`src/rtl/cq_pkg.sv`:
```
// shared types and constants for the circular queue with insert
package cq_pkg;

    localparam int ACTION_W   = 2;
    localparam int POSITION_W = 4;
    localparam int ELEM_PORT_W = 32;
    localparam int COUNT_W    = 5;

    localparam logic [ACTION_W-1:0] ACT_ENQUEUE = 2'd0;
    localparam logic [ACTION_W-1:0] ACT_DEQUEUE = 2'd1;
    localparam logic [ACTION_W-1:0] ACT_INSERT  = 2'd2;

    typedef enum logic [2:0] {
        ST_IDLE,
        ST_DECODE,
        ST_SHIFT,
        ST_PLACE,
        ST_DONE
    } cq_state_t;

    typedef struct packed {
        logic latch;
        logic push;
        logic pop;
        logic shift_begin;
        logic shift_step;
        logic place;
        logic set_flags;
        logic ok_val;
        logic take_val;
        logic load_result;
    } cq_cmd_t;

    typedef struct packed {
        logic                full;
        logic                empty;
        logic                pos_ge_count;
        logic                at_target;
        logic [ACTION_W-1:0] action;
    } cq_status_t;

endpackage

```
`src/rtl/cq_req_if.sv`:
```
// request channel: one queue operation per transaction
interface cq_req_if;
    import cq_pkg::*;

    logic                  valid;
    logic                  ready;
    logic [ACTION_W-1:0]   action;
    logic [POSITION_W-1:0] position;
    logic [ELEM_PORT_W-1:0] element;

    modport source (output valid, output action, output position, output element, input ready);
    modport sink   (input valid, input action, input position, input element, output ready);
endinterface

```
`src/rtl/cq_rsp_if.sv`:
```
// response channel: one result per transaction
interface cq_rsp_if;
    import cq_pkg::*;

    logic                   valid;
    logic                   ready;
    logic                   ok;
    logic [ELEM_PORT_W-1:0] element_out;
    logic [COUNT_W-1:0]     count;

    modport source (output valid, output ok, output element_out, output count, input ready);
    modport sink   (input valid, input ok, input element_out, input count, output ready);
endinterface

```
`src/rtl/cq_ram.sv`:
```
// generic single write port ram with registered read
module cq_ram #(
    parameter int WIDTH = 32,
    parameter int DEPTH = 16
) (
    input  logic                     clk,
    input  logic                     we,
    input  logic [$clog2(DEPTH)-1:0] waddr,
    input  logic [WIDTH-1:0]         wdata,
    input  logic                     re,
    input  logic [$clog2(DEPTH)-1:0] raddr,
    output logic [WIDTH-1:0]         rdata
);

    logic [WIDTH-1:0] mem_reg [DEPTH];
    logic [WIDTH-1:0] rdata_reg;

    always_ff @(posedge clk)
    begin
        if (we)
        begin
            mem_reg[waddr] <= wdata;
        end
        if (re)
        begin
            rdata_reg <= mem_reg[raddr];
        end
    end

    assign rdata = rdata_reg;

endmodule

```
`src/rtl/cq_datapath.sv`:
```
// queue datapath: indices, fill count, slot store and result register
module cq_datapath #(
    parameter int QUEUE_DEPTH   = 16,
    parameter int ELEMENT_WIDTH = 32
) (
    input  logic                           clk,
    input  logic                           rst_n,
    input  cq_pkg::cq_cmd_t                cmd,
    output cq_pkg::cq_status_t             status,
    input  logic [cq_pkg::ACTION_W-1:0]    req_action,
    input  logic [cq_pkg::POSITION_W-1:0]  req_position,
    input  logic [cq_pkg::ELEM_PORT_W-1:0] req_element,
    output logic                           rsp_ok,
    output logic [cq_pkg::ELEM_PORT_W-1:0] rsp_element_out,
    output logic [cq_pkg::COUNT_W-1:0]     rsp_count
);
    import cq_pkg::*;

    localparam int AW = $clog2(QUEUE_DEPTH);
    localparam int CW = $clog2(QUEUE_DEPTH + 1);
    localparam int SW = ((AW > POSITION_W) ? AW : POSITION_W) + 1;
    localparam int PW = (CW > POSITION_W) ? CW : POSITION_W;
    localparam logic [AW-1:0] LAST_SLOT = AW'(QUEUE_DEPTH - 1);

    function automatic logic [AW-1:0] ring_next(input logic [AW-1:0] i);
        return (i == LAST_SLOT) ? '0 : i + AW'(1);
    endfunction

    function automatic logic [AW-1:0] ring_prev(input logic [AW-1:0] i);
        return (i == '0) ? LAST_SLOT : i - AW'(1);
    endfunction

    logic [AW-1:0]            head_reg, head_next;
    logic [AW-1:0]            tail_reg, tail_next;
    logic [CW-1:0]            count_reg, count_next;
    logic [AW-1:0]            cur_reg;
    logic [AW-1:0]            target_reg;
    logic [ACTION_W-1:0]      action_reg;
    logic [POSITION_W-1:0]    pos_reg;
    logic [ELEMENT_WIDTH-1:0] elem_reg;
    logic                     ok_reg;
    logic                     take_reg;
    logic                     rsp_ok_reg;
    logic [ELEM_PORT_W-1:0]   rsp_elem_reg;
    logic [COUNT_W-1:0]       rsp_count_reg;

    logic [AW-1:0]            cur_prev;
    logic [AW-1:0]            cur_prev2;
    logic [AW-1:0]            tail_succ;
    logic [SW-1:0]            target_sum;
    logic [AW-1:0]            target_calc;

    logic                     ram_we;
    logic [AW-1:0]            ram_waddr;
    logic [ELEMENT_WIDTH-1:0] ram_wdata;
    logic                     ram_re;
    logic [AW-1:0]            ram_raddr;
    logic [ELEMENT_WIDTH-1:0] ram_rdata;

    assign cur_prev   = ring_prev(cur_reg);
    assign cur_prev2  = ring_prev(cur_prev);
    assign tail_succ  = ring_next(tail_reg);
    assign target_sum = SW'(head_reg) + SW'(pos_reg);
    assign target_calc = (target_sum >= SW'(QUEUE_DEPTH)) ?
                         AW'(target_sum - SW'(QUEUE_DEPTH)) : AW'(target_sum);

    // index and count update
    always_comb
    begin
        head_next  = head_reg;
        tail_next  = tail_reg;
        count_next = count_reg;
        if (cmd.push || cmd.place)
        begin
            tail_next  = tail_succ;
            count_next = count_reg + CW'(1);
        end
        if (cmd.pop)
        begin
            head_next  = ring_next(head_reg);
            count_next = count_reg - CW'(1);
        end
    end

    always_ff @(posedge clk or negedge rst_n)
    begin
        if (!rst_n)
        begin
            head_reg  <= '0;
            tail_reg  <= LAST_SLOT;
            count_reg <= '0;
        end
        else
        begin
            head_reg  <= head_next;
            tail_reg  <= tail_next;
            count_reg <= count_next;
        end
    end

    always_ff @(posedge clk)
    begin
        if (cmd.latch)
        begin
            action_reg <= req_action;
            pos_reg    <= req_position;
            elem_reg   <= ELEMENT_WIDTH'(req_element);
        end
        if (cmd.shift_begin)
        begin
            cur_reg    <= tail_succ;
            target_reg <= target_calc;
        end
        else if (cmd.shift_step)
        begin
            cur_reg <= cur_prev;
        end
        if (cmd.set_flags)
        begin
            ok_reg   <= cmd.ok_val;
            take_reg <= cmd.take_val;
        end
        if (cmd.load_result)
        begin
            rsp_ok_reg    <= ok_reg;
            rsp_elem_reg  <= take_reg ? ELEM_PORT_W'(ram_rdata) : '0;
            rsp_count_reg <= COUNT_W'(count_reg);
        end
    end

    // slot store access: shifting reads two slots ahead of the write, since the read is registered
    always_comb
    begin
        ram_we    = cmd.push || cmd.shift_step || cmd.place;
        ram_waddr = cmd.push ? tail_succ : (cmd.shift_step ? cur_reg : target_reg);
        ram_wdata = cmd.shift_step ? ram_rdata : elem_reg;
        ram_re    = cmd.pop || cmd.shift_begin || cmd.shift_step;
        ram_raddr = cmd.pop ? head_reg : (cmd.shift_begin ? tail_reg : cur_prev2);
    end

    cq_ram #(
        .WIDTH (ELEMENT_WIDTH),
        .DEPTH (QUEUE_DEPTH)
    ) u_slots (
        .clk   (clk),
        .we    (ram_we),
        .waddr (ram_waddr),
        .wdata (ram_wdata),
        .re    (ram_re),
        .raddr (ram_raddr),
        .rdata (ram_rdata)
    );

    assign status.full         = (count_reg == CW'(QUEUE_DEPTH));
    assign status.empty        = (count_reg == '0);
    assign status.pos_ge_count = (PW'(pos_reg) >= PW'(count_reg));
    assign status.at_target    = (cur_prev == target_reg);
    assign status.action       = action_reg;

    assign rsp_ok          = rsp_ok_reg;
    assign rsp_element_out = rsp_elem_reg;
    assign rsp_count       = rsp_count_reg;

endmodule

```
`src/rtl/cq_ctrl.sv`:
```
// queue controller: operation sequencing and response handshake
module cq_ctrl (
    input  logic               clk,
    input  logic               rst_n,
    input  logic               req_valid,
    output logic               req_ready,
    output logic               rsp_valid,
    input  logic               rsp_ready,
    input  cq_pkg::cq_status_t status,
    output cq_pkg::cq_cmd_t    cmd
);
    import cq_pkg::*;

    cq_state_t state_reg, state_next;
    logic      out_valid_reg, out_valid_next;
    logic      out_free;

    assign out_free = !out_valid_reg || rsp_ready;

    // next state
    always_comb
    begin
        state_next = state_reg;
        case (state_reg)
            ST_IDLE:
            begin
                if (req_valid)
                begin
                    state_next = ST_DECODE;
                end
            end
            ST_DECODE:
            begin
                if (status.action == ACT_INSERT && !status.full && !status.pos_ge_count)
                begin
                    state_next = ST_SHIFT;
                end
                else
                begin
                    state_next = ST_DONE;
                end
            end
            ST_SHIFT:
            begin
                if (status.at_target)
                begin
                    state_next = ST_PLACE;
                end
            end
            ST_PLACE:
            begin
                state_next = ST_DONE;
            end
            ST_DONE:
            begin
                if (out_free)
                begin
                    state_next = ST_IDLE;
                end
            end
            default:
            begin
                state_next = ST_IDLE;
            end
        endcase
    end

    // outputs
    always_comb
    begin
        cmd       = '0;
        req_ready = 1'b0;
        case (state_reg)
            ST_IDLE:
            begin
                req_ready = 1'b1;
                cmd.latch = req_valid;
            end
            ST_DECODE:
            begin
                cmd.set_flags = 1'b1;
                case (status.action)
                    ACT_ENQUEUE:
                    begin
                        if (!status.full)
                        begin
                            cmd.push   = 1'b1;
                            cmd.ok_val = 1'b1;
                        end
                    end
                    ACT_DEQUEUE:
                    begin
                        if (!status.empty)
                        begin
                            cmd.pop      = 1'b1;
                            cmd.ok_val   = 1'b1;
                            cmd.take_val = 1'b1;
                        end
                    end
                    ACT_INSERT:
                    begin
                        if (!status.full)
                        begin
                            cmd.ok_val = 1'b1;
                            if (status.pos_ge_count)
                            begin
                                cmd.push = 1'b1;
                            end
                            else
                            begin
                                cmd.shift_begin = 1'b1;
                            end
                        end
                    end
                    default:
                    begin
                        cmd.ok_val = 1'b0;
                    end
                endcase
            end
            ST_SHIFT:
            begin
                cmd.shift_step = 1'b1;
            end
            ST_PLACE:
            begin
                cmd.place = 1'b1;
            end
            ST_DONE:
            begin
                cmd.load_result = out_free;
            end
            default:
            begin
                req_ready = 1'b0;
            end
        endcase
    end

    assign out_valid_next = cmd.load_result ? 1'b1 : (rsp_ready ? 1'b0 : out_valid_reg);

    always_ff @(posedge clk or negedge rst_n)
    begin
        if (!rst_n)
        begin
            state_reg     <= ST_IDLE;
            out_valid_reg <= 1'b0;
        end
        else
        begin
            state_reg     <= state_next;
            out_valid_reg <= out_valid_next;
        end
    end

    assign rsp_valid = out_valid_reg;

endmodule

```
`src/rtl/circular_queue_with_insert.sv`:
```
// circular queue with positional insert, top level
// enqueue, dequeue and rejected transactions pass through decode and done to a held result
// an insert that moves slots also passes through shift and place, one slot a cycle through the ram ports
// throughput: one transaction at a time, a new request is accepted only in the idle state
// reset: head 0, tail at the last slot, count 0, no response pending; slots not cleared
module circular_queue_with_insert #(
    parameter int QUEUE_DEPTH   = 16,
    parameter int ELEMENT_WIDTH = 32
) (
    input  logic      clk,
    input  logic      rst_n,
    cq_req_if.sink    req,
    cq_rsp_if.source  rsp
);
    import cq_pkg::*;

    cq_cmd_t    cmd;
    cq_status_t status;

    cq_ctrl u_ctrl (
        .clk       (clk),
        .rst_n     (rst_n),
        .req_valid (req.valid),
        .req_ready (req.ready),
        .rsp_valid (rsp.valid),
        .rsp_ready (rsp.ready),
        .status    (status),
        .cmd       (cmd)
    );

    cq_datapath #(
        .QUEUE_DEPTH   (QUEUE_DEPTH),
        .ELEMENT_WIDTH (ELEMENT_WIDTH)
    ) u_datapath (
        .clk             (clk),
        .rst_n           (rst_n),
        .cmd             (cmd),
        .status          (status),
        .req_action      (req.action),
        .req_position    (req.position),
        .req_element     (req.element),
        .rsp_ok          (rsp.ok),
        .rsp_element_out (rsp.element_out),
        .rsp_count       (rsp.count)
    );

    a_cmd_exclusive: assert property (@(posedge clk) disable iff (!rst_n)
        $onehot0({cmd.push, cmd.pop, cmd.shift_begin, cmd.shift_step, cmd.place}))
        else $error("more than one slot operation in a cycle");

    a_no_grow_full: assert property (@(posedge clk) disable iff (!rst_n)
        (cmd.push || cmd.shift_begin || cmd.place) |-> !status.full)
        else $error("queue grown while full");

    a_no_pop_empty: assert property (@(posedge clk) disable iff (!rst_n)
        cmd.pop |-> !status.empty)
        else $error("pop from empty queue");

    a_result_shown: assert property (@(posedge clk) disable iff (!rst_n)
        cmd.load_result |=> rsp.valid)
        else $error("loaded result not presented");

    a_one_in_flight: assert property (@(posedge clk) disable iff (!rst_n)
        (req.valid && req.ready) |=> !req.ready)
        else $error("transaction accepted while another is in progress");

endmodule

```
`src/flat_wrapper.sv`:
```
// flat-port wrapper written by rule: the top's interface ports become plain ports
module circular_queue_with_insert_flat import cq_pkg::*;
#(
    parameter int QUEUE_DEPTH   = 16,
    parameter int ELEMENT_WIDTH = 32
)
  (clk, rst_n, req_valid, req_action, req_position, req_element, req_ready, rsp_valid, rsp_ok, rsp_element_out, rsp_count, rsp_ready);
  cq_req_if req_i ();
  cq_rsp_if rsp_i ();
  input  logic clk;
  input  logic rst_n;
  input wire logic [$bits(req_i.valid)-1:0] req_valid;
  input wire logic [$bits(req_i.action)-1:0] req_action;
  input wire logic [$bits(req_i.position)-1:0] req_position;
  input wire logic [$bits(req_i.element)-1:0] req_element;
  output wire logic [$bits(req_i.ready)-1:0] req_ready;
  output wire logic [$bits(rsp_i.valid)-1:0] rsp_valid;
  output wire logic [$bits(rsp_i.ok)-1:0] rsp_ok;
  output wire logic [$bits(rsp_i.element_out)-1:0] rsp_element_out;
  output wire logic [$bits(rsp_i.count)-1:0] rsp_count;
  input wire logic [$bits(rsp_i.ready)-1:0] rsp_ready;
  assign req_i.valid = req_valid;
  assign req_i.action = req_action;
  assign req_i.position = req_position;
  assign req_i.element = req_element;
  assign req_ready = req_i.ready;
  assign rsp_valid = rsp_i.valid;
  assign rsp_ok = rsp_i.ok;
  assign rsp_element_out = rsp_i.element_out;
  assign rsp_count = rsp_i.count;
  assign rsp_i.ready = rsp_ready;
  circular_queue_with_insert #(.QUEUE_DEPTH(QUEUE_DEPTH), .ELEMENT_WIDTH(ELEMENT_WIDTH)) u_core (.clk(clk), .rst_n(rst_n), .req(req_i), .rsp(rsp_i));
endmodule
```
`config.mk`:
```
export PLATFORM = sky130hd
export DESIGN_NAME = circular_queue_with_insert_flat
export DESIGN_NICKNAME = d
export VERILOG_FILES = /design/src/rtl/cq_pkg.sv /design/src/rtl/cq_req_if.sv /design/src/rtl/cq_rsp_if.sv /design/src/rtl/cq_ram.sv /design/src/rtl/cq_datapath.sv /design/src/rtl/cq_ctrl.sv /design/src/rtl/circular_queue_with_insert.sv /design/src/flat_wrapper.sv
export SDC_FILE = /design/constraint.sdc
export NUM_CORES = 1
export LEC_CHECK = 0
export BUFFER_PORTS_ARGS = -buffer_cell sky130_fd_sc_hd__buf_2
export CAP_MARGIN = 10
export CORE_ASPECT_RATIO = 0.7
export CORE_UTILIZATION = 65
export CTS_BUF_LIST = sky130_fd_sc_hd__clkbuf_4 sky130_fd_sc_hd__clkbuf_8 sky130_fd_sc_hd__clkbuf_16
export CTS_CLUSTER_SIZE = 16
export DETAILED_ROUTE_END_ITERATION = 12
export PLACE_DENSITY = 0.94
export SYNTH_ARGS = -nofsm -noshare
export SYNTH_HDL_FRONTEND = slang
export SYNTH_HIERARCHICAL = 1
export SYNTH_SLANG_ARGS = --single-unit
```
`constraint.sdc`:
```
create_clock -name clk -period 15.6 [get_ports clk]
set_input_delay 3.12 -clock clk [delete_from_list [all_inputs] [get_ports clk]]
set_output_delay 3.12 -clock clk [all_outputs]
set_load 0.005 [all_outputs]
```
======== After elaboration in Yosys (flattened, before gate mapping) ========
Memories as Yosys holds them, arrays and structs flattened. A register that Yosys moved wholly into a read port is not among the register bits.
Index checks and enable logic that the tools add are counted.
Widths: inputs -> output; s select.
storage, ports and cells
  bits in registers ....................... 103
  bits in latches ......................... 0
  memory bits (writable) .................. 512
  bits in read-only memories .............. 0
  input bits .............................. 42
  logic and storage cells ................. 103
  memories kept ........................... 1
operators by class
  add/sub/neg operators ................... 8
  multipliers ............................. 0
  divide/modulo/power cells ............... 0
  order comparisons ....................... 2
  eq/ne operators ......................... 13
  shift operators ......................... 0
  muxes and demuxes ....................... 42
  bitwise operators ....................... 0
  reduce and logical (&&, ||, !) cells .... 22
memory list
  name                               depth  bits a word  rd ports  clocked after Yosys merged registers in  write ports  RTL line      text
  u_core.u_datapath.u_slots.mem_reg  16     32           1         1                                        1            cq_ram.sv:15  logic [WIDTH-1:0] mem_reg [DEPTH];
operators by type and width
  cell                 count
  $mux 4               11
  $mux 32              1
  $mux 1               18
  $mux 3               6
  $pmux 3 s5           1
  $sub 4x1->4 const B  3
  $mux 5               2
  $add 4x1->4 const B  2
  $eq 4x4->1 const B   2
  $logic_not 4->1      2
  $eq 3x2->1 const B   2
  $logic_or 1x1->1     6
  $reduce_bool 2->1    3
  $add 4x4->5          1
  $add 5x1->5 const B  1
  $eq 5x5->1 const B   1
  $ge 4x5->1           1
  $ge 5x5->1 const B   1
  $logic_not 5->1      1
  $sub 5x1->5 const B  1
  $eq 4x4->1           1
  $ne 2x2->1 const B   2
  $pmux 1 s2           2
  $eq 3x1->1 const B   1
  12 further kinds     15

======== Depth between registers and ports, before layout ========
Gate-level depths: netlist (run 1).
  depth in word-level cells ............... 9
  gate-level depth with buffers ........... 18
  depth with buffers taken out ............ 15

======== Modules after synthesis ========
The synthesis (run 1) kept the hierarchy.
by module, submodules not included
  module       instances  cells an instance  area each (µm²)
  cq_ram       1          838                20,155.6
  cq_datapath  1          317                4,539.4
  cq_ctrl      1          32                 269.0

======== Worst setup path after synthesis (run 1) ========
No wires, ideal clock.
  path kind ............................... reg2reg
  start ................................... register u_core.u_datapath.count_reg[0]
  end ..................................... memory u_core.u_datapath.u_slots.mem_reg[0][0] (enable)
  library setup time ...................... 0.461 ns
  data arrival time ....................... 4.718 ns
  required time ........................... 15.139 ns
  path slack .............................. 10.421 ns
  stages on the path, launching flop included .. 13
  path through ............................ dfrtp_1 > ha_1 > nand2b_1 > a21o_1 > a211oi_1 > nor3_1 > nor2b_1 > nor3_1 > clkbuf_1 > a211oi_1 > a21oi_1 > or3b_2 > nor3_1
RTL lines
  item                    RTL line           text
  from (decl)             cq_datapath.sv:35  logic [CW-1:0] count_reg, count_next;
  from (signal assigned)  cq_datapath.sv:97  count_reg <= count_next;
  to (decl)               cq_ram.sv:15

==> run metrics, run 1 <==
outcome=finished, final reports clean; Final Cycle Share=around two fifths; syn_nets=about 1,200; area of the core=about 38,000 um^2; max reg flops=a little over 500; RSZ-0062 raised after global routing=no; H-tree level count=2; placed inst area=roughly 26,000 um^2; Initial Utilization=66.6%; Inst Count DP=about 1,700; clock buffer depth=3; Post-Synthesis Cells=around 1,200; Worst EP arrival=between 6 and 7 ns; vias in the first global route=around 13,000; GRT Total Usage=31.4%; crit path kind=flip-flop to flip-flop; DRC viols=0; CP endpoint kind=flip-flop; Avg Cell Area, Syn=roughly 21 um^2; Main synth FF type=edfxtp_1; Post-synth EDFFs=630; DRT Pass-1 Iters=7; clock slew seen by the registers of the worst setup and hold paths=approximately 0.070 ns; # Post-CTS Setup Buffers=0; Setup WS pre-CTS=9.71 ns; FF/Latch Area=about 19,000 um^2; Seq/Total Area, Yosys=77.5%; Worst Clk Skew=0.0205 ns; TritonCTS clock tree=done; layout cell share with drive strength beyond 1=around 30%; I/O pins=just over 80; largest net degree at the start of global routing=roughly 130; Cell Area, Synth=approximately 25,000 um^2; worst min-delay path class=flip-flop to flip-flop; cts bufs inserted=55; GRT overflow=0; FP Rows=just under 60; #FFs+latches synth=~650; Antenna diodes=0; Post-Layout Cell Count=approximately 1,800; Synth async-reset ratio=2.63%; worst vdd ir=0.203 mV; vias after detailed routing=about 13,000; # clock sinks=647; Max Freq=164 MHz; Finish-stage setup viols=0; post-synth top area share=approximately three quarters; WL final=59.7 mm; die width=roughly 240 um; DR iter-0 viols=1,975; final hold violation count=0; root buf cell=clkbuf_16; antenna viol nets, final=0; largest area contributor in the netlist=edfxtp_1; area used by multi-input combinational logic=approximately 5400 um^2; Worst Path Required=between 15 and 20 ns; Power Dens Cells=a little over 200 nW/um^2; most common cell after layout, fill and taps aside=edfxtp_1; hpwl dp=~28 mm; Via density=slightly above 7; Slew Viols, Final=0; synth unique cells=53; Routed WL per cell=roughly 33 um; Clock Latency Late Sink=just over 0.6 ns; nets=1,356; Final WS setup=9.49 ns; post-layout minimum cycle time=about 6 ns; Slew Limit Headroom=around 16%; Critical Path Fanout Max=76; leak pwr=0.00916 uW; first-pass GRT wire length=about 90 mm; setup tns final=0 ns; Finished Cell Area=about 28,000 um^2; synthesis-to-layout area growth=11.7%; CTS resizes=0; DIE HEIGHT=about 170 um; commonest cells after routing, fill and taps aside=edfxtp_1, mux4_2, buf_2, a22oi_1, clkbuf_16; max_cap viols=0; # port buffers=between 80 and 90; initial antenna violation count=2; die area=roughly 40,000 um^2; hold_buf cts=0; CP Launch Type=flip-flop; # fillers=about 1,900; Yosys warnings=6; gpl congestion=approximately 0.86; Least-Margin Pin Slew=1.27 ns; top area cells in the synthesized netlist=edfxtp_1, mux4_2, a22oi_1, mux2_2, dfrtp_1
==> kinds of logic after synthesis <==
logic type                 after synthesis  synth area share (%)
muxes                                  166                  13.2
DFF                                    647                  77.5
AOI/OAI and AO/OA                      116                  3.31
buffers and inverters                   73                  1.30
xor gates and xnor gates                14                 0.491
and+or+nand+nor                        152                  3.14
adders and majority gates               19                  1.01
==> cells in the mapped netlist (3+ instances only) <==
library cell  instances
mux2i_1               4
nor2b_1               8
buf_1                12
inv_1                15
o21ai_1               3
ha_1                 17
nor3_1               10
mux4_2              128
clkbuf_1             28
a211oi_1              4
or3_1                 3
nand2b_1              6
buf_2                 7
nor2_1               26
dfrtp_1              13
xnor2_1               8
mux2_2               33
o21ai_0              10
buf_4                11
a21o_1                5
and2_1               38
dfstp_2               4
xor2_1                6
a21oi_1              16
nand2_1              45
edfxtp_1            630
a22oi_1              64
==> layer usage <==
layer  GRT usage, %  wire (um)
met5              0         13
met3           7.11       6540
met1           41.2      20800
met4           13.2       2600
met2           51.7      29800
==> power by group <==
group | internal [uW] | switching [uW]
sequential | 2360 | 115
combinational | 741 | 1120
clock | 747 | 620
total | 3850 | 1860
==> final cells by class <==
class,count,share of cell area (%)
Clock inverter,40,1.12
Inverter,15,0.202
Clock buffer,64,5.30
Tap cell,488,2.19
Sequential cell,647,69.4
Multi-Input combinational cell,467,19.5
Timing Repair Buffer,109,2.24
==> critical path, stage by stage (launching register included) <==
cell and delay (ns):
dfrtp_1 0.46, ha_1 0.33, nand2b_1 0.15, a21o_1 0.18, a211oi_1 0.22, nor3_1 0.10, or4b_4 0.51, nor2_1 0.63
inv_1 0.33, nor3b_1 0.37, a221o_4 0.70, buf_4 0.97, mux4_2 0.47, a22oi_1 0.27, nand2_1 0.09
==> through the flow <==
stage          total power, uW  hold WS (ns)  util [%]
3_3_place_gp              4170         0.424      69.6
3_5_place_dp              4290         0.423      69.6
2_1_floorplan             3750         0.400         -
6_report                  5710         0.454      74.3
4_1_cts                   5700         0.448      74.3
5_1_grt                   5900         0.453      74.3
==> final timing paths <==
check                      slack, ns  cells after the start                            from                             endpoint
setup / recovery                9.49                     14  u_core/u_datapath/count_reg[0]  u_core/u_datapath/u_slots/rdata[22]
hold / removal                  0.45                      0        u_core/u_datapath/ok_reg             u_core/u_datapath/rsp_ok
setup reg to reg                9.49                     14  u_core/u_datapath/count_reg[0]  u_core/u_datapath/u_slots/rdata[22]
hold reg to reg                 0.45                      0        u_core/u_datapath/ok_reg             u_core/u_datapath/rsp_ok
max in group asynchronous      12.84                      1                           rst_n        u_core/u_datapath/tail_reg[0]
min in group asynchronous       2.44                      1                           rst_n       u_core/u_datapath/count_reg[1]
(Power assumes the default switching activity.)
==> run 2: changes to the inputs <==
--- a/config.mk
+++ b/config.mk
@@ -8,11 +8,11 @@
 export BUFFER_PORTS_ARGS = -buffer_cell sky130_fd_sc_hd__buf_2
 export CAP_MARGIN = 10
 export CORE_ASPECT_RATIO = 0.7
-export CORE_UTILIZATION = 65
+export CORE_UTILIZATION = 56
 export CTS_BUF_LIST = sky130_fd_sc_hd__clkbuf_4 sky130_fd_sc_hd__clkbuf_8 sky130_fd_sc_hd__clkbuf_16
 export CTS_CLUSTER_SIZE = 16
 export DETAILED_ROUTE_END_ITERATION = 12
-export PLACE_DENSITY = 0.94
+export PLACE_DENSITY = 0.87
 export SYNTH_ARGS = -nofsm -noshare
 export SYNTH_HDL_FRONTEND = slang
 export SYNTH_HIERARCHICAL = 1
==> constraint.sdc (replaced) <==
create_clock -name clk -period 5.05 [get_ports clk]
set_input_delay 1.01 -clock clk [delete_from_list [all_inputs] [get_ports clk]]
set_output_delay 1.01 -clock clk [all_outputs]
set_load 0.005 [all_outputs]
==> run 2 against run 1 <==
Core utilization down 9.5 points. Critical path depth is the same. Via count shrank 1.9%.
==> run metrics, run 2 (synthesized netlist as in run 1, its figures left out) <==
outcome=finished, final reports clean; Worst Clk Skew=0.0279 ns; clock slew seen by the registers of the worst setup and hold paths=0.07 ns; vias in the first global route=13,200; Setup WS pre-CTS=about 0.34 ns; Clock Latency Late Sink=about 0.6 ns; RSZ-0062 raised after global routing=no; Worst R2R Setup Slack=0.39 ns; CP Launch Type=flip-flop; DRC viols=0; worst min-delay path class=input pin to asynchronous set/reset pin; I/O pins=82; DR iter-0 viols=1,594; hpwl dp=about 30 mm; commonest cells after routing, fill and taps aside=edfxtp_1, mux4_2, buf_2, a22oi_1, clkbuf_16; setup tns final=0 ns; area of the core=about 44,000 um^2; final hold violation count=0; max reg flops=roughly 510; Slew Limit Headroom=between 20 and 25%; DRT Pass-1 Iters=5; Tot Pwr=roughly 18,000 uW; CTS resizes=0; Setup crit start=u_core/u_datapath/count_reg[0]; TritonCTS clock tree=done; Via density=6.50; worst path cell trace=ha_1 > nand2b_1 > a21o_1 > a211oi_1 > nor3_1 > or4b_4 > nor2_2 > nor2_1 > a311oi_4 > buf_12 > buf_12 > mux4_2 > a22oi_1 > nand2_1; gpl congestion=~0.85; Finish-stage setup viols=0; max_cap viols=0; Setup crit end=u_core/u_datapath/u_slots/rdata[4]; # clock sinks=roughly 650; first-pass GRT wire length=84.0 mm; Power Dens Cells=between 600 and 700 nW/um^2; Critical Path Fanout Max=32; Initial Utilization=between 50% and 60%; H-tree level count=2; root buf cell=clkbuf_16; # port buffers=81; post-layout minimum cycle time=between 4 and 5 ns; cts bufs inserted=57; CP endpoint kind=flip-flop; Routed WL per cell=between 20 and 30 um; Least-Margin Pin Slew=1.15 ns; GRT Total Usage=approximately a quarter; GRT overflow=0; antenna viol nets, final=0; die width=between 200 and 300 um; Max Freq=~210 MHz; Crit path top cell by count=buf_12; most common cell after layout, fill and taps aside=edfxtp_1; largest net degree at the start of global routing=56; reg2reg end=u_core/u_datapath/u_slots/rdata[4]; CP max stage cell=mux4_2; Antenna diodes=0; Worst Path Required=about 5.4 ns; FF/Latch Area=19,300 um^2; area used by multi-input combinational logic=about 5500 um^2; leak pwr=slightly above 0.009 uW; # Post-CTS Setup Buffers=0; Final WS setup=between 0.3 and 0.4 ns; worst r2r path cells=14; DIE HEIGHT=approximately 180 um; WL final=56.9 mm; die area=~45,000 um^2; CP peak stage delay=0.59 ns; # fillers=2,735; worst vdd ir=between 0.4 and 0.5 mV; crit path kind=flip-flop to flip-flop; Worst EP arrival=about 5 ns; reg-to-reg startpoint=u_core/u_datapath/count_reg[0]; hold_buf cts=0; synthesis-to-layout area growth=13.8%; initial antenna violation count=0; vias after detailed routing=roughly 13,000; Slew Viols, Final=0; Final Cycle Share=92.2%; layout cell share with drive strength beyond 1=a little under a third; nets=1,374; clock buffer depth=3; FP Rows=64
==> run 2: cell types whose count changed in the layout (fill, tap and decap cells not counted), moves of 2 or more <==
cell	before	now
clkinv_2	13	9
buf_4	26	30
buf_12	1	13
bufinv_16	4	8
clkinv_4	2	0
clkinvlp_4	4	2
==> run 2: worst min-delay path by stage <==
stage | start | endpoint | slack (ns) | cells past startpoint
floorplan | u_core/u_datapath/ok_reg | u_core/u_datapath/rsp_ok | 0.40 | 0
global placement | u_core/u_datapath/ok_reg | u_core/u_datapath/rsp_ok | 0.41 | 0
detailed placement | u_core/u_datapath/ok_reg | u_core/u_datapath/rsp_ok | 0.42 | 0
CTS | rst_n | u_core/u_datapath/count_reg[4] | 0.34 | 1
global route | rst_n | u_core/u_datapath/count_reg[4] | 0.36 | 1
finish | rst_n | u_core/u_datapath/count_reg[3] | 0.35 | 1
==> run 2: final cells by class <==
cell class,instances,share of cell area [%]
Inverter,15,0.198
Clock buffer,65,5.30
Tap cell,594,2.62
Clock inverter,37,1.38
Multi-Input combinational cell,467,19.2
Timing Repair Buffer,125,3.15
Sequential cell,647,68.1
==> run 2: metrics by stage <==
stage	utilization, %	hold WS [ns]	area, um^2	std cells
after detailed placement	60.5	0.422	26500	1847
after global routing	64.8	0.363	28400	1950
after CTS	64.8	0.341	28400	1949
after floorplan	-	0.400	25000	1187
final	64.8	0.350	28400	1950
after global placement	60.5	0.412	26500	1847
==> run 2: where the power goes <==
group	internal [uW]	switching, uW
registers	7290	314
logic	2430	3470
clock network	2540	1910
==> run 2: metal layers <==
layer | wire, um | part of all wire [%] | track usage (%)
met5 | 0 | 0 | 0
met4 | 1950 | 3.4 | 9.41
met2 | 27800 | 49 | 42.4
met3 | 6540 | 12 | 5.60
met1 | 20600 | 36 | 35.2
==> run 2: worst max-delay path: cells and delay by family (launching register included) <==
kind,cells,cell delay [ns]
buffers and inverters,2,0.57
adder cells (fa/ha/maj),1,0.32
AND/OR/NAND/NOR,6,1.33
AO/OA/AOI/OAI,4,1.07
multiplexers,1,0.59
flip-flops,1,0.46
